[src/rtl/brick_signed_distance_assert.svh]
// Assertion macros used by the brick distance top level.
`ifndef BRICK_SIGNED_DISTANCE_ASSERT_SVH
`define BRICK_SIGNED_DISTANCE_ASSERT_SVH

// Condition that must hold at every clock edge out of reset.
`define BSD_ASSERT_ALWAYS(name, cond, msg) \
  name: assert property (@(posedge clk) disable iff (!rst_n) (cond)) else $error(msg);

// Condition that must hold in the cycle after the trigger.
`define BSD_ASSERT_NEXT(name, trig, cond, msg) \
  name: assert property (@(posedge clk) disable iff (!rst_n) (trig) |=> (cond)) else $error(msg);

`endif

[src/rtl/bsd_pkg.sv]
// Shared types, constants and geometry tables for the brick distance pipeline.
package bsd_pkg;

  localparam int PT_W      = 21;
  localparam int CNT_W     = 7;
  localparam int LAY_W     = 2;
  localparam int WIDE_W    = 24;
  localparam int RAD_W     = 44;
  localparam int ROOT_W    = RAD_W / 2;
  localparam int REM_W     = ROOT_W + 2;
  localparam int MAX_STUDS = 100;

  localparam int N_FRONT = 4;
  localparam int N_SQ    = ROOT_W / 2;
  localparam int N_BACK  = 4;
  localparam int N_STAGE = N_FRONT + N_SQ + N_BACK;

  // lengths in 1/256 mm
  localparam int OUTER_TRIM   = 51;    // 1024*s - 51 is the outer box half width minus the edge radius
  localparam int CAV_TRIM     = 333;   // 1024*s - 333 is the cavity half width
  localparam int ROUND_FX     = 26;
  localparam int CAV_Y_NEG    = 154;   // cavity centre sits at y = -154
  localparam int STUD_R_FX    = 614;
  localparam int STUD_HALF_FX = 230;
  localparam int TUBE_R_FX    = 833;
  localparam int HALF_PITCH   = 1024;
  localparam int PITCH_SH     = 11;
  localparam int OUT_MAX      = 1048575;
  localparam int OUT_MIN      = -1048576;

  typedef logic signed [PT_W-1:0]   pt_t;
  typedef logic signed [WIDE_W-1:0] wide_t;
  typedef logic [RAD_W-1:0]         sq_t;
  typedef logic [ROOT_W-1:0]        root_t;
  typedef logic [REM_W-1:0]         rem_t;

  typedef enum logic [1:0] {
    REG_STUDS_ACROSS = 2'd0,
    REG_STUDS_DEEP   = 2'd1,
    REG_PLATE_LAYERS = 2'd2
  } cfg_idx_t;

  typedef struct packed {
    logic [CNT_W-1:0] sx;
    logic [CNT_W-1:0] sz;
    logic [LAY_W-1:0] h;
  } cfg_t;

  // terms that bypass the square roots
  typedef struct packed {
    wide_t in_o;   // inside term of the outer box, minus edge radius
    wide_t in_i;   // inside term of the cavity box
    wide_t sv;     // stud vertical slab distance
    wide_t tv;     // tube vertical slab distance
  } side_t;

  typedef struct packed {
    sq_t   sum_o;
    sq_t   sum_i;
    sq_t   sum_s;
    sq_t   sum_t;
    side_t side;
  } front_t;

  function automatic wide_t absw(wide_t a);
    return (a < 0) ? -a : a;
  endfunction

  function automatic wide_t maxw(wide_t a, wide_t b);
    return (a > b) ? a : b;
  endfunction

  function automatic wide_t minw(wide_t a, wide_t b);
    return (a < b) ? a : b;
  endfunction

  function automatic logic [CNT_W-1:0] clamp_count(logic [CNT_W-1:0] v);
    logic [CNT_W-1:0] r;
    if (v == '0) r = CNT_W'(1);
    else if (v > CNT_W'(MAX_STUDS)) r = CNT_W'(MAX_STUDS);
    else r = v;
    return r;
  endfunction

  function automatic wide_t body_half_y(logic [LAY_W-1:0] h);
    wide_t r;
    case (h)
      2'd2:    r = wide_t'(794);
      2'd3:    r = wide_t'(1203);
      default: r = wide_t'(384);
    endcase
    return r;
  endfunction

  function automatic wide_t cav_half(logic [LAY_W-1:0] h);
    wide_t r;
    case (h)
      2'd2:    r = wide_t'(666);
      2'd3:    r = wide_t'(1075);
      default: r = wide_t'(256);
    endcase
    return r;
  endfunction

  function automatic wide_t stud_y(logic [LAY_W-1:0] h);
    wide_t r;
    case (h)
      2'd2:    r = wide_t'(1050);
      2'd3:    r = wide_t'(1459);
      default: r = wide_t'(640);
    endcase
    return r;
  endfunction

endpackage

[src/rtl/bsd_back.sv]
// Back stages: root rounding, part distances, union and saturation.
module bsd_back import bsd_pkg::*; (
  input  logic              clk,
  input  logic [N_BACK-1:0] en,
  input  cfg_t              cfg,
  input  root_t             q_o,
  input  rem_t              r_o,
  input  root_t             q_i,
  input  rem_t              r_i,
  input  root_t             q_s,
  input  rem_t              r_s,
  input  root_t             q_t,
  input  rem_t              r_t,
  input  side_t             side,
  output pt_t               sdist
);

  typedef struct packed {
    wide_t ro, ri, rs, rt;
    side_t side;
  } b1_t;

  typedef struct packed {
    wide_t outer, inner, stud, tube;
  } b2_t;

  typedef struct packed {
    wide_t body, parts;
  } b3_t;

  b1_t b1_r, b1_nxt;
  b2_t b2_r, b2_nxt;
  b3_t b3_r, b3_nxt;
  pt_t dist_r, dist_nxt;
  logic tube_on;

  // nearest integer: bump when remainder exceeds the floor root
  function automatic wide_t rnd(root_t q, rem_t r);
    return wide_t'(q) + ((r > rem_t'(q)) ? wide_t'(1) : wide_t'(0));
  endfunction

  assign tube_on = (cfg.sx > CNT_W'(1)) && (cfg.sz > CNT_W'(1));

  always_comb begin
    b1_nxt.ro   = rnd(q_o, r_o);
    b1_nxt.ri   = rnd(q_i, r_i);
    b1_nxt.rs   = rnd(q_s, r_s);
    b1_nxt.rt   = rnd(q_t, r_t);
    b1_nxt.side = side;
  end

  always_comb begin
    b2_nxt.outer = b1_r.ro + b1_r.side.in_o;
    b2_nxt.inner = b1_r.ri + b1_r.side.in_i;
    b2_nxt.stud  = maxw(b1_r.rs - wide_t'(STUD_R_FX), b1_r.side.sv);
    b2_nxt.tube  = maxw(maxw(b1_r.rt - wide_t'(TUBE_R_FX), wide_t'(STUD_R_FX) - b1_r.rt),
                        b1_r.side.tv);
  end

  always_comb begin
    b3_nxt.body  = maxw(b2_r.outer, -b2_r.inner);
    b3_nxt.parts = tube_on ? minw(b2_r.stud, b2_r.tube) : b2_r.stud;
  end

  always_comb begin
    wide_t m;
    m = minw(b3_r.body, b3_r.parts);
    if (m > wide_t'(OUT_MAX)) dist_nxt = pt_t'(OUT_MAX);
    else if (m < wide_t'(OUT_MIN)) dist_nxt = pt_t'(OUT_MIN);
    else dist_nxt = m[PT_W-1:0];
  end

  always_ff @(posedge clk) begin
    if (en[0]) b1_r <= b1_nxt;
    if (en[1]) b2_r <= b2_nxt;
    if (en[2]) b3_r <= b3_nxt;
    if (en[3]) dist_r <= dist_nxt;
  end

  assign sdist = dist_r;

endmodule
[config.mk]
export PLATFORM = sky130hd
export DESIGN_NAME = bsd_back
export DESIGN_NICKNAME = d
export VERILOG_FILES = /design/src/rtl/brick_signed_distance_assert.svh /design/src/rtl/bsd_pkg.sv /design/src/rtl/bsd_back.sv
export SDC_FILE = /design/constraint.sdc
export NUM_CORES = 1
export LEC_CHECK = 0
export BUFFER_PORTS_ARGS = -buffer_cell sky130_fd_sc_hd__buf_2
export CAP_MARGIN = 20
export CORE_MARGIN = 5
export CORE_UTILIZATION = 50
export CTS_CLUSTER_SIZE = 20
export DETAILED_ROUTE_END_ITERATION = 7
export GPL_TIMING_DRIVEN = 0
export MAX_ROUTING_LAYER = met4
export PLACE_DENSITY = 0.81
export RECOVER_POWER = 100
export SKIP_LAST_GASP = 1
export SYNTH_ARGS = -nofsm -noshare
export SYNTH_HDL_FRONTEND = slang
export SYNTH_SLANG_ARGS = --single-unit
export TNS_END_PERCENT = 20
[constraint.sdc]
create_clock -name clk -period 7.2 [get_ports clk]
set_input_delay 0 -clock clk [delete_from_list [all_inputs] [get_ports clk]]
set_output_delay 0 -clock clk [all_outputs]
set_load 0.02 [all_outputs]
==> results.tsv <==
metric	value	unit
result_of_the_run	complete, but fails checks	
violations_in_the_final_reports	max-capacitance violations, max-slew violations	
max_cap_violations	4	
clock.fmax	0.146	GHz
hold_class	in2reg	
max_stage_delay	0.47	ns
fp.dieH	225	µm
syn_avg_cell_area	11.1	µm²
finalCritPeriodShare	95.3	%
numPlacedInstances	2997	
numPortBuffers	317	
critPathKind	reg2reg	
detailroute.via_count	18430	
yosys_most_used_dff	sky130_fd_sc_hd__edfxtp_1	
drive_gt1_share	15.8	%
layoutNonFillerInstCount	3301	
cpMostUsedCell	sky130_fd_sc_hd__nand2_1	
finalCriticalPeriod	6.86	ns
gp_congestion	0.919	
rows	78	
drv_slew	320	
wl_per_cell	18.6	µm
muxShareOfSynthArea	4.86	%
antenna_found_initial	2	
syn2layout_area_growth	25.9	%
synth_area	23100	µm²
path_clk_slew	0.06	ns
grt_pass1_wl	97600	µm
starting_density_of_the_core	50.7	%
synth_enable_flop_cells	353	
share_comb_of_total_power	27.6	%
placement.setup.worst_slack	-0.474	ns
fin_nets	3258	
p_seq_share	42.1	%
first_global_vias	19430	
power.share.switching	30.5	%
fp.dieArea	50600	µm²
setup_viol	0	
yosys.area_share.simple	11.3	%
timing.critical_path.arrival	7.16	ns
warnings_synthesis	0	
post-route-drc-count	0	
power.density	234	nW/µm²
globalRoute.totalOverflow	0	
cts.htree.levels	2	
core_area	45600	µm²
synth.area.top_cells	sky130_fd_sc_hd__edfxtp_1 (46%), sky130_fd_sc_hd__ha_1 (15%), sky130_fd_sc_hd__xnor2_1 (5.5%), sky130_fd_sc_hd__inv_1 (3.9%), sky130_fd_sc_hd__mux2_2 (3.5%)	
area_fraction_in_compound_gates_after_synthesis	9.99	%
p_int	4.73	mW
clkLatencyLatePin	0.57	ns
grt_usage	24.5	%
cts_max_path_buffers	3	
crit_path_start_kind	register	
cts_buffers	40	
path_max_fanout	10	
endpoint_kind	register	
mappedNetlistNets	2666	
crit_required	7.50	ns
cts_tree	done	
total_leakage_power	12.5	nW
post-synth-top-area-fraction	45.9	%
power.switching	2.08	mW
synth_cells	2078	
worst_pin_slew	4.09	ns
synth_xor_area_share	7.89	%
synth_seq_area_share	45.9	%
dp.final_hpwl	43900	µm
largest_net_degree_at_the_start_of_global_routing	134	
post_drt_via_cell_ratio	5.58	
worst_slack	0.341	ns
worst_path_max_delay_cell	sky130_fd_sc_hd__edfxtp_1	
yosys.cell_types.count	68	
number_of_flip_flops_and_latches_in_the_synthesized_netlist	353	
hold_viol	0	
synth_top_area_cell	sky130_fd_sc_hd__edfxtp_1	
drt_wl_total	61300	µm
synth_top_family_by_area	adder cells	
drt_iter0_markers	1101	
dieWidth	225	µm
clock_tree.root_cell	sky130_fd_sc_hd__clkbuf_16	
slew_headroom	-173	%
vdd_drop_max	0.000199	V
synth_fa_ha_area_share	15.6	%
fin_skew	0.0390	ns
io_pins	322	
synthArstFlopShare	0	%
final.setup.tns	0	ns
clock-sinks	353	
drtAntennaViolNets	0	
first_pass_iters	5	
power.clock.fraction	30.3	%
[cells in the mapped netlist, types with 3 or more instances]
| library cell | n |
|---|---|
| sky130_fd_sc_hd__edfxtp_1 | 353 |
| sky130_fd_sc_hd__ha_1 | 285 |
| sky130_fd_sc_hd__inv_1 | 239 |
| sky130_fd_sc_hd__xnor2_1 | 145 |
| sky130_fd_sc_hd__nand2_1 | 115 |
| sky130_fd_sc_hd__a21oi_1 | 100 |
| sky130_fd_sc_hd__nor2_1 | 92 |
| sky130_fd_sc_hd__mux2_2 | 72 |
| sky130_fd_sc_hd__o21ai_0 | 67 |
| sky130_fd_sc_hd__nor3_1 | 66 |
| sky130_fd_sc_hd__xor2_1 | 63 |
| sky130_fd_sc_hd__nand3_1 | 57 |
| sky130_fd_sc_hd__a21o_1 | 46 |
| sky130_fd_sc_hd__nand4_1 | 40 |
| sky130_fd_sc_hd__nor2b_1 | 38 |
| sky130_fd_sc_hd__mux2i_1 | 31 |
| sky130_fd_sc_hd__o21a_1 | 26 |
| sky130_fd_sc_hd__nor4_1 | 23 |
| sky130_fd_sc_hd__nand2b_1 | 22 |
| sky130_fd_sc_hd__a221o_1 | 21 |
| sky130_fd_sc_hd__clkbuf_1 | 19 |
| sky130_fd_sc_hd__and3_1 | 16 |
| sky130_fd_sc_hd__or3_1 | 10 |
| sky130_fd_sc_hd__and4_1 | 8 |
| sky130_fd_sc_hd__o31a_1 | 8 |
| sky130_fd_sc_hd__and2_1 | 7 |
| sky130_fd_sc_hd__buf_2 | 7 |
| sky130_fd_sc_hd__o211ai_1 | 7 |
| sky130_fd_sc_hd__or2_2 | 7 |
| sky130_fd_sc_hd__a2111oi_0 | 6 |
| sky130_fd_sc_hd__a211oi_1 | 6 |
| sky130_fd_sc_hd__a31oi_1 | 6 |
| sky130_fd_sc_hd__a41oi_1 | 6 |
| sky130_fd_sc_hd__or4_1 | 6 |
| sky130_fd_sc_hd__o21bai_1 | 5 |
| sky130_fd_sc_hd__o31ai_1 | 5 |
| sky130_fd_sc_hd__o311ai_0 | 4 |
| sky130_fd_sc_hd__a221oi_1 | 3 |
| sky130_fd_sc_hd__a311oi_1 | 3 |
| sky130_fd_sc_hd__o41ai_1 | 3 |
[per-stage QoR]
| stage | hold WS (ns) | power (mW) | area (µm²) | util [%] |
|---|---|---|---|---|
| after floorplan | 0.0989 | 4.01 | 23100 | - |
| after global placement | 0.177 | 4.55 | 25400 | 55.8 |
| after detailed placement | 0.178 | 4.63 | 25500 | 55.9 |
| after CTS | 0.0344 | 6.80 | 29100 | 63.9 |
| after global routing | 0.111 | 7.16 | 29100 | 63.8 |
| final | 0.108 | 6.80 | 29100 | 63.8 |
[final cells by class]
cell class	instances	area [µm²]
inverter	239	897
multi-input combinational	1457	11500
buffer	29	133
fill	3269	16500
tap	600	751
sequential	353	10600
clock inverter	27	315
timing repair buffer	550	3840
clock buffer	44	1020
antenna	2	5.00
[cell usage in the layout, fill, tap and decap left out, drive strengths merged, types with 8 or more instances in the layout]
master / n
dlygate4sd3: 227
nor2: 93
xnor2: 145
ha: 285
nor2b: 38
clkbuf: 109
o211ai: 8
a21o: 46
clkinv: 16
and3: 16
mux2i: 31
nor4: 25
mux2: 72
o21ai: 67
inv: 241
buf: 287
nand4: 40
xor2: 63
nand3: 57
o31a: 8
nor3: 66
edfxtp: 353
a221o: 21
or3: 10
and4: 8
nand2b: 22
nand2: 115
a21oi: 100
o21a: 26
[worst max-delay path: cells and delay by family (launching register included)]
family,cells,cell delay [ns]
fa+ha+maj,2,0.61
compound gates,8,1.93
flops,1,0.47
simple gates,10,2.05
buf+inv,3,0.92
xor+xnor,1,0.13
mux,2,0.48
[logic make-up after synthesis]
logic type               count (synthesis)
AND/OR/NAND/NOR                        515
flip-flops                             353
AO/OA/AOI/OAI                          344
adder cells (fa/ha/maj)                287
buffers and inverters                  268
XOR/XNOR                               208
multiplexers                           103
[repair_timing]
item / CTS / global route
endpoints found under the setup margin: 20 / 24
buffers inserted: 0 / 3
gates resized for setup: 4 / 15
hold buffers: 227 / 0
hold endpoints to repair: 281 / 0
pin swaps: 0 / 1
[final timing paths]
| path | to | startpoint | slack [ns] | cells past startpoint |
|---|---|---|---|---|
| max | b2_r[22]$_DFFE_PP_ | b1_r[106]$_DFFE_PP_ | 0.34 | 26 |
| max reg2reg | b2_r[22]$_DFFE_PP_ | b1_r[106]$_DFFE_PP_ | 0.34 | 26 |
| min | b1_r[120]$_DFFE_PP_ | r_s[21] | 0.11 | 5 |
| min reg2reg | b2_r[3]$_DFFE_PP_ | b1_r[3]$_DFFE_PP_ | 0.58 | 1 |
[flip-flops by register name (all words and copies together), names as in the netlist]
| signal | count |
|---|---|
| b1_r | 188 |
| b2_r | 96 |
| b3_r | 48 |
| sdist | 21 |
[power groups by stage]
stage | Combinational (mW) | Sequential, mW | Clock, mW
after global placement | 1.66 | 2.88 | 0
after global routing | 2.08 | 2.89 | 2.19
after floorplan | 1.17 | 2.85 | 0
after CTS | 1.86 | 2.85 | 2.10
after detailed placement | 1.74 | 2.89 | 0
final | 1.88 | 2.86 | 2.06
[routing by layer]
| layer | vias to the layer above | global-route usage (%) | wire [µm] | part of all wire [%] |
|---|---|---|---|---|
| li1 | 8823 | - | - | - |
| met1 | 8782 | 30.4 | 25700 | 42 |
| met2 | 635 | 41.2 | 29900 | 49 |
| met3 | 190 | 2.92 | 3360 | 5.5 |
| met4 | 0 | 9.33 | 2320 | 3.8 |
| met5 | - | - | 0 | 0 |
(Power assumes the default switching activity.)
