`config.mk`:
```
export PLATFORM = sky130hd
export DESIGN_NAME = bsd_sqrt
export DESIGN_NICKNAME = d
export VERILOG_FILES = /design/src/rtl/brick_signed_distance_assert.svh /design/src/rtl/bsd_pkg.sv /design/src/rtl/bsd_sqrt.sv
export SDC_FILE = /design/constraint.sdc
export NUM_CORES = 1
export LEC_CHECK = 0
export ABC_AREA = 0
export BUFFER_PORTS_ARGS = -buffer_cell sky130_fd_sc_hd__buf_2
export CORE_MARGIN = 2
export CORE_UTILIZATION = 30
export DETAILED_ROUTE_END_ITERATION = 12
export GPL_TIMING_DRIVEN = 0
export PLACE_DENSITY = 0.58
export SYNTH_ARGS = -nofsm -noshare
export SYNTH_HDL_FRONTEND = slang
export SYNTH_SLANG_ARGS = --single-unit
```
`constraint.sdc`:
```
create_clock -name clk -period 5.6 [get_ports clk]
set_input_delay 0.28 -clock clk [delete_from_list [all_inputs] [get_ports clk]]
set_output_delay 0.28 -clock clk [all_outputs]
set_load 0.02 [all_outputs]
```
`src/rtl/brick_signed_distance_assert.svh`:
```
// Assertion macros used by the brick distance top level.
`ifndef BRICK_SIGNED_DISTANCE_ASSERT_SVH
`define BRICK_SIGNED_DISTANCE_ASSERT_SVH

// Condition that must hold at every clock edge out of reset.
`define BSD_ASSERT_ALWAYS(name, cond, msg) \
  name: assert property (@(posedge clk) disable iff (!rst_n) (cond)) else $error(msg);

// Condition that must hold in the cycle after the trigger.
`define BSD_ASSERT_NEXT(name, trig, cond, msg) \
  name: assert property (@(posedge clk) disable iff (!rst_n) (trig) |=> (cond)) else $error(msg);

`endif

```
`src/rtl/bsd_pkg.sv`:
```
// Shared types, constants and geometry tables for the brick distance pipeline.
package bsd_pkg;

  localparam int PT_W      = 21;
  localparam int CNT_W     = 7;
  localparam int LAY_W     = 2;
  localparam int WIDE_W    = 24;
  localparam int RAD_W     = 44;
  localparam int ROOT_W    = RAD_W / 2;
  localparam int REM_W     = ROOT_W + 2;
  localparam int MAX_STUDS = 100;

  localparam int N_FRONT = 4;
  localparam int N_SQ    = ROOT_W / 2;
  localparam int N_BACK  = 4;
  localparam int N_STAGE = N_FRONT + N_SQ + N_BACK;

  // lengths in 1/256 mm
  localparam int OUTER_TRIM   = 51;    // 1024*s - 51 is the outer box half width minus the edge radius
  localparam int CAV_TRIM     = 333;   // 1024*s - 333 is the cavity half width
  localparam int ROUND_FX     = 26;
  localparam int CAV_Y_NEG    = 154;   // cavity centre sits at y = -154
  localparam int STUD_R_FX    = 614;
  localparam int STUD_HALF_FX = 230;
  localparam int TUBE_R_FX    = 833;
  localparam int HALF_PITCH   = 1024;
  localparam int PITCH_SH     = 11;
  localparam int OUT_MAX      = 1048575;
  localparam int OUT_MIN      = -1048576;

  typedef logic signed [PT_W-1:0]   pt_t;
  typedef logic signed [WIDE_W-1:0] wide_t;
  typedef logic [RAD_W-1:0]         sq_t;
  typedef logic [ROOT_W-1:0]        root_t;
  typedef logic [REM_W-1:0]         rem_t;

  typedef enum logic [1:0] {
    REG_STUDS_ACROSS = 2'd0,
    REG_STUDS_DEEP   = 2'd1,
    REG_PLATE_LAYERS = 2'd2
  } cfg_idx_t;

  typedef struct packed {
    logic [CNT_W-1:0] sx;
    logic [CNT_W-1:0] sz;
    logic [LAY_W-1:0] h;
  } cfg_t;

  // terms that bypass the square roots
  typedef struct packed {
    wide_t in_o;   // inside term of the outer box, minus edge radius
    wide_t in_i;   // inside term of the cavity box
    wide_t sv;     // stud vertical slab distance
    wide_t tv;     // tube vertical slab distance
  } side_t;

  typedef struct packed {
    sq_t   sum_o;
    sq_t   sum_i;
    sq_t   sum_s;
    sq_t   sum_t;
    side_t side;
  } front_t;

  function automatic wide_t absw(wide_t a);
    return (a < 0) ? -a : a;
  endfunction

  function automatic wide_t maxw(wide_t a, wide_t b);
    return (a > b) ? a : b;
  endfunction

  function automatic wide_t minw(wide_t a, wide_t b);
    return (a < b) ? a : b;
  endfunction

  function automatic logic [CNT_W-1:0] clamp_count(logic [CNT_W-1:0] v);
    logic [CNT_W-1:0] r;
    if (v == '0) r = CNT_W'(1);
    else if (v > CNT_W'(MAX_STUDS)) r = CNT_W'(MAX_STUDS);
    else r = v;
    return r;
  endfunction

  function automatic wide_t body_half_y(logic [LAY_W-1:0] h);
    wide_t r;
    case (h)
      2'd2:    r = wide_t'(794);
      2'd3:    r = wide_t'(1203);
      default: r = wide_t'(384);
    endcase
    return r;
  endfunction

  function automatic wide_t cav_half(logic [LAY_W-1:0] h);
    wide_t r;
    case (h)
      2'd2:    r = wide_t'(666);
      2'd3:    r = wide_t'(1075);
      default: r = wide_t'(256);
    endcase
    return r;
  endfunction

  function automatic wide_t stud_y(logic [LAY_W-1:0] h);
    wide_t r;
    case (h)
      2'd2:    r = wide_t'(1050);
      2'd3:    r = wide_t'(1459);
      default: r = wide_t'(640);
    endcase
    return r;
  endfunction

endpackage

```
`src/rtl/bsd_sqrt.sv`:
```
// Pipelined integer square root, two root bits per stage, floor plus remainder.
module bsd_sqrt import bsd_pkg::*; (
  input  logic            clk,
  input  logic [N_SQ-1:0] en,
  input  sq_t             rad,
  output root_t           root,
  output rem_t            rem
);

  typedef struct packed {
    sq_t   rad;
    rem_t  rem;
    root_t q;
  } sq_st_t;

  sq_st_t st_r [N_SQ];

  function automatic sq_st_t step2(sq_st_t s);
    sq_st_t o;
    logic [REM_W+1:0] r2, t;
    o = s;
    for (int i = 0; i < 2; i++) begin
      r2    = {o.rem, o.rad[RAD_W-1 -: 2]};
      t     = {2'b00, o.q, 2'b01};
      o.rad = o.rad << 2;
      if (r2 >= t) begin
        r2  = r2 - t;
        o.q = {o.q[ROOT_W-2:0], 1'b1};
      end else begin
        o.q = {o.q[ROOT_W-2:0], 1'b0};
      end
      o.rem = r2[REM_W-1:0];
    end
    return o;
  endfunction

  sq_st_t first_in;
  assign first_in = '{rad: rad, rem: '0, q: '0};

  always_ff @(posedge clk) begin
    if (en[0]) st_r[0] <= step2(first_in);
  end

  for (genvar k = 1; k < N_SQ; k++) begin : g_stage
    always_ff @(posedge clk) begin
      if (en[k]) st_r[k] <= step2(st_r[k-1]);
    end
  end

  assign root = st_r[N_SQ-1].q;
  assign rem  = st_r[N_SQ-1].rem;

endmodule

```
==> results of run 1 <==
[layout by cell type, fill, tap and decap left out, types with 16 or more instances in the layout]
master,netlist,final
edfxtp_1,602,602
nor2_1,352,343
a21oi_1,332,313
nand2_1,301,294
ha_1,275,247
inv_1,241,232
xnor2_1,225,224
o21ai_0,178,166
xor2_1,139,139
a21o_1,110,109
buf_2,13,108
nor3_1,103,96
nand3_1,89,86
clkbuf_16,0,74
buf_4,1,70
nand4_1,59,59
o21a_1,57,56
nand2b_1,47,47
mux2_2,47,47
dlygate4sd3_1,0,44
clkbuf_1,73,42
nor2b_1,33,32
a31oi_1,35,32
nor4_1,35,31
and3_1,36,31
and2_1,29,29
o31ai_1,34,29
a211oi_1,30,27
or3_1,27,26
or2_2,25,24
o211ai_1,24,24
o21bai_1,26,24
or4_1,24,21
nor3b_1,16,16
a21oi_2,0,16
nand3b_1,16,16
[logic make-up (layout without fill, tap and decap cells)]
| group | count (synthesis) | after routing | share of synthesized area |
|---|---|---|---|
| buffers and inverters | 346 | 653 | 0.0338 |
| other | 1 | 3 | 0.0000954 |
| muxes | 60 | 60 | 0.0169 |
| xor gates and xnor gates | 364 | 364 | 0.0811 |
| DFF | 602 | 602 | 0.460 |
| and+or+nand+nor | 1250 | 1250 | 0.158 |
| AOI/OAI and AO/OA | 999 | 999 | 0.163 |
| adders and majority gates | 275 | 275 | 0.0875 |
[cell type report]
class / instances / area share
antenna: 1 / 0.0000543
buffer: 78 / 0.0106
clock buffer: 87 / 0.0412
clock inverter: 39 / 0.00887
inverter: 246 / 0.0205
multi-input combinational: 2950 / 0.449
sequential: 602 / 0.392
tap: 1742 / 0.0473
timing repair buffer: 203 / 0.0302
[cells in the mapped netlist, types with 25 or more instances]
cell      number  area (um^2)
a211oi_1      30          225
a21o_1       110          826
a21oi_1      332         1660
a31oi_1       35          219
and2_1        29          181
and3_1        36          225
clkbuf_1      73          274
edfxtp_1     602        18100
ha_1         275         3440
inv_1        241          905
mux2_2        47          529
nand2_1      301         1130
nand2b_1      47          294
nand3_1       89          445
nand4_1       59          369
nor2_1       352         1320
nor2b_1       33          206
nor3_1       103          515
nor4_1        35          219
o21a_1        57          428
o21ai_0      178          891
o21bai_1      26          195
o31ai_1       34          255
or2_2         25          156
or3_1         27          169
xnor2_1      225         1970
xor2_1       139         1220
[power groups by stage]
stage | logic, mW | clock network (mW) | registers [mW]
final | 8.95 | 4.62 | 6.71
after global routing | 9.94 | 4.96 | 6.80
after CTS | 8.68 | 4.78 | 6.70
after detailed placement | 8.34 | 0 | 6.78
after global placement | 8.29 | 0 | 6.77
after floorplan | 6.31 | 0 | 6.66
[routing by layer]
metal | routed length, um | part of all wire
met5 | 0 | 0
met3 | 4370 | 0.043
met1 | 47800 | 0.47
met4 | 2140 | 0.021
met2 | 48000 | 0.47
[worst max-delay path, delay by kind of cell (launching register included)]
kind            cells  cell delay, ns
buf+inv             3            0.57
flops               1            0.43
xor+xnor            1            0.15
simple gates       10            2.32
compound gates      5            0.94
fa+ha+maj           2            0.79
[what timing repair did]
item,CTS,global route
endpoints found under the hold margin,43,0
cloned,0,0
pin swaps,18,29
hold buffers,44,0
setup buffers,29,29
gates resized for setup,151,126
endpoints found under the setup margin,173,198
[stage by stage]
step	std cells	setup slack, ns
2_1_floorplan	3898	0.0429
3_3_place_gp	5741	-1.85
3_5_place_dp	5741	-1.83
4_1_cts	5930	0.00330
5_1_grt	5947	-0.0404
6_report	5948	0.152
[path summary, 6_finish.rpt]
check              startpoint           to  slack (ns)  cells after the start
setup / recovery  st_r[5][32]  st_r[6][43]        0.15                     21
hold / removal        rad[42]  st_r[0][24]        0.07                      3
setup reg to reg  st_r[5][32]  st_r[6][43]        0.15                     21
hold reg to reg   st_r[8][78]  st_r[9][82]        0.40                      0
==> flow_summary.ini, run 1 <==
[run_status]
status = completed

[yosys]
synth_top_flop_cell = edfxtp_1
netlist_area_um2 = 39300
synth_edf_count = 602
syn_area_per_cell_um2 = 10.1
ys_seq_area_frac = 0.460
synthCells = 3897
ys_warn_count = 0
ys_ff_latch = 602
async_reset_ff_frac = 0
ys_types = 95

[global_route]
grtUsageMet1 = 0.202
grt_start_max_net_pins = 65
globalRouteMet3Util = 0.0219
antenna_found_initial = 3
grt_use_met2 = 0.248
grt_pass1_vias = 29400
grt_pass1_wl_um = 162000
track_usage = 0.149
top_usage_layer = met2
overflow = 0

[setup_path]
critPathKind = reg2reg
critPathRequiredTime_ns = 5.98
critPathSlowestCell = or4_1
worstPathArrival_ns = 5.83
worstPathCellList = ha_1, or4bb_4, nor2_2, a311o_1, a211o_1, nor2_4, buf_6, clkbuf_4, buf_4, nand2_1, o31ai_2, ha_1, nand4_1, or3_1, nor3_2, nor3_2, a41o_1, o21bai_4, nor4_4, or4_1, xor2_1
cp_slowest_stage_delay_ns = 0.55
crit_path_max_fanout = 10
end_kind = flop
cp-start-kind = flop

[power]
internal_power_mw = 12.7
peakVddDrop_v = 0.000262
total_power_mw = 20.3
power_density_nw_per_um2 = 440
combPwrFrac = 0.441
pwr-share-clk = 0.228
p_sw_frac = 0.375
sequentialPowerShare = 0.331
leakage_nw = 17.8
switchingPower_mw = 7.60

[cells_and_area]
multi_input_area_um2 = 20700
syn2layout_area_growth_pct = 17.3
final-seq-area_um2 = 18100
top_register = st_r
fin_nets = 4485
top_regs = st_r x602
final_util = 0.355
final_layout_size_suffix_gt1_frac = 0.131
fillCellCount = 13100
largest_register_ffs = 602
fin_area_um2 = 46100

[timing]
maxSlewViolCount = 0
relSlewSlack = 0.143
final.setup.tns_ns = 0
fin_crit_sh = 0.973
skew_ns = 0.0404
period_minus_slack_ns = 5.45
final_hold_viol_count = 0
holdWs_ns = 0.0741
tightest_slew_ns = 1.29
fmax_mhz = 184
setup_viol = 0

[floorplanning]
core_um2 = 130000
fp-row-count = 132
die-width_um = 366
dieArea_um2 = 134000
die_h_um = 366
io_pins = 102
initial_utilization = 0.303

[clock_tree]
clkLatencyLatePin_ns = 0.65
cts_buffers = 73
clock_path_buffers = 3
cts_tree = yes
cts.sinks = 602
cts_root_buf = clkbuf_16
clkSlewWorstSetupHoldPaths_ns = 0.06
cts_max_level = 3

[run]
cap_violations = 0

[place]
portBuffers = 101
hpwlAfterDp_um = 78900
gp_congestion = 0.915
place_area_um2 = 42000

[min_path]
hp-class = in2reg

[drt]
avgRoutedWirePerCell_um = 17.2
via_per_inst = 5.09
drt_iter0_markers = 2048
drc = 0
routed_wl_um = 102000
route.vias.total = 30300
ant_nets = 0
dr.pass1.iters = 6
(Power assumes the default switching activity.)
==> run 2, diff against run 1 <==
--- a/config.mk
+++ b/config.mk
@@ -11,7 +11,7 @@
 export CORE_UTILIZATION = 30
 export DETAILED_ROUTE_END_ITERATION = 12
 export GPL_TIMING_DRIVEN = 0
-export PLACE_DENSITY = 0.58
+export PLACE_DENSITY = 0.56
 export SYNTH_ARGS = -nofsm -noshare
 export SYNTH_HDL_FRONTEND = slang
 export SYNTH_SLANG_ARGS = --single-unit
==> constraint.sdc (replaced) <==
create_clock -name clk -period 5.36 [get_ports clk]
set_input_delay 0.268 -clock clk [delete_from_list [all_inputs] [get_ports clk]]
set_output_delay 0.268 -clock clk [all_outputs]
set_load 0.02 [all_outputs]
==> flow_summary.ini, run 2 (synthesis gave the netlist of run 1 again) <==
[setup_path]
crit_path_max_fanout = 10
worstPathArrival_ns = 5.62
end_kind = flop
worst-r2r-setup-slack_ns = 0.12
critPathRequiredTime_ns = 5.74
critPathKind = reg2reg
cp-start-kind = flop

[floorplanning]
io_pins = 102
initial_utilization = 0.303
dieArea_um2 = 134000
fp-row-count = 132
die_h_um = 366
die-width_um = 366
core_um2 = 130000

[timing]
skew_ns = 0.0392
final_hold_viol_count = 0
setup_viol = 0
fin_crit_sh = 0.978
tightest_slew_ns = 1.23
relSlewSlack = 0.179
period_minus_slack_ns = 5.24
maxSlewViolCount = 0
fmax_mhz = 191
grt_setup_unrepaired = yes

[power]
peakVddDrop_v = 0.000249
total_power_mw = 21.5
leakage_nw = 18.1
power_density_nw_per_um2 = 455

[drt]
dr.pass1.iters = 6
ant_nets = 0
drt_iter0_markers = 2308
avgRoutedWirePerCell_um = 17.3
route.vias.total = 30700
via_per_inst = 5.10
drc = 0
routed_wl_um = 104000

[place]
portBuffers = 101
gp_congestion = 0.911
place_area_um2 = 42000
hpwlAfterDp_um = 80000

[cells_and_area]
final_cell_mix = 602 x edfxtp_1, 337 x nor2_1, 300 x a21oi_1, 295 x nand2_1, 225 x xnor2_1
final_util = 0.364
top_register = st_r
fin_area_um2 = 47300
largest_register_ffs = 602
fin_nets = 4541
final_common_cell = edfxtp_1
fillCellCount = 13000
syn2layout_area_growth_pct = 20.2
top_regs = st_r x602
final_layout_size_suffix_gt1_frac = 0.165

[global_route]
overflow = 0
grt_start_max_net_pins = 65
track_usage = 0.150
antenna_found_initial = 1
grt_pass1_vias = 29500
grt_pass1_wl_um = 163000

[run]
cap_violations = 0

[min_path]
hp-class = in2reg

[clock_tree]
cts_buffers = 72
cts_root_buf = clkbuf_16
clkLatencyLatePin_ns = 0.67
cts.sinks = 602
cts_max_level = 3
clkSlewWorstSetupHoldPaths_ns = 0.06
clock_path_buffers = 3
cts_tree = yes

[run_status]
status = completed
run 2: path summary, 6_finish.rpt:
path | cells past startpoint | endpoint | from
worst min-delay path | 3 | st_r[0][24] | rad[42]
worst max register to register | 21 | st_r[6][43] | st_r[5][30]
worst min register to register | 0 | st_r[3][82] | st_r[2][78]
worst max-delay path | 21 | st_r[6][43] | st_r[5][30]
run 2: worst max-delay path, cell delays in order, from the launching register on:
cell and delay, ns:
edfxtp_1 0.49, ha_4 0.36, or4bb_4 0.58, nor2_4 0.13, a311o_1 0.21, a211o_1 0.14, nor2_2 0.06, buf_4 0.16
clkbuf_8 0.17, buf_4 0.19, nand2_1 0.12, o31ai_4 0.10, ha_4 0.28, nand4_1 0.12, or3_4 0.40, nor3_4 0.16
nor3_4 0.08, a41o_1 0.28, o21bai_4 0.17, nor4_4 0.07, or4_1 0.54, xor2_1 0.16
run 2: layer usage:
metal	track usage	up-vias	wire, um
met5	0	-	0
met4	0.0494	0	2640
met3	0.0216	148	4700
met2	0.239	730	47400
met1	0.209	14700	49200
li1	-	15100	-
run 2: final cells by class:
| class | instances | area (um^2) | share of cell area |
|---|---|---|---|
| Antenna cell | 1 | 2.50 | 0.0000529 |
| Buffer | 77 | 553 | 0.0117 |
| Tap cell | 1742 | 2180 | 0.0461 |
| Timing Repair Buffer | 261 | 1850 | 0.0391 |
| Clock inverter | 45 | 492 | 0.0104 |
| Inverter | 246 | 945 | 0.0200 |
| Multi-Input combinational cell | 2950 | 21300 | 0.451 |
| Clock buffer | 84 | 1850 | 0.0391 |
| Sequential cell | 602 | 18100 | 0.382 |
run 2: power breakdown:
group	switching [mW]	internal, mW	leakage (nW)
sequential	0.618	6.41	5.76
combinational	5.54	4.11	11.2
clock	2.00	2.84	1.14
run 2: repair_timing:
action                                 4_1_cts  5_1_grt
resized for setup                          224      190
pin swaps                                   35       55
setup endpoints to repair                  192      202
gates cloned                                 1        0
buffers inserted                            66       48
endpoints found under the hold margin       44        0
hold buffers                                44        0
run 2: metrics by stage:
stage | setup WS, ns | instances | hold slack [ns] | setup TNS [ns]
floorplan | 0.0192 | 3898 | 0.367 | 0
detailed placement | -1.86 | 5741 | 0.405 | -213.33
global placement | -1.92 | 5741 | 0.401 | -217.76
finish | 0.120 | 6008 | 0.0629 | 0
CTS | 0.00256 | 5966 | 0.00850 | 0
global route | -0.0403 | 6007 | 0.0594 | -0.413
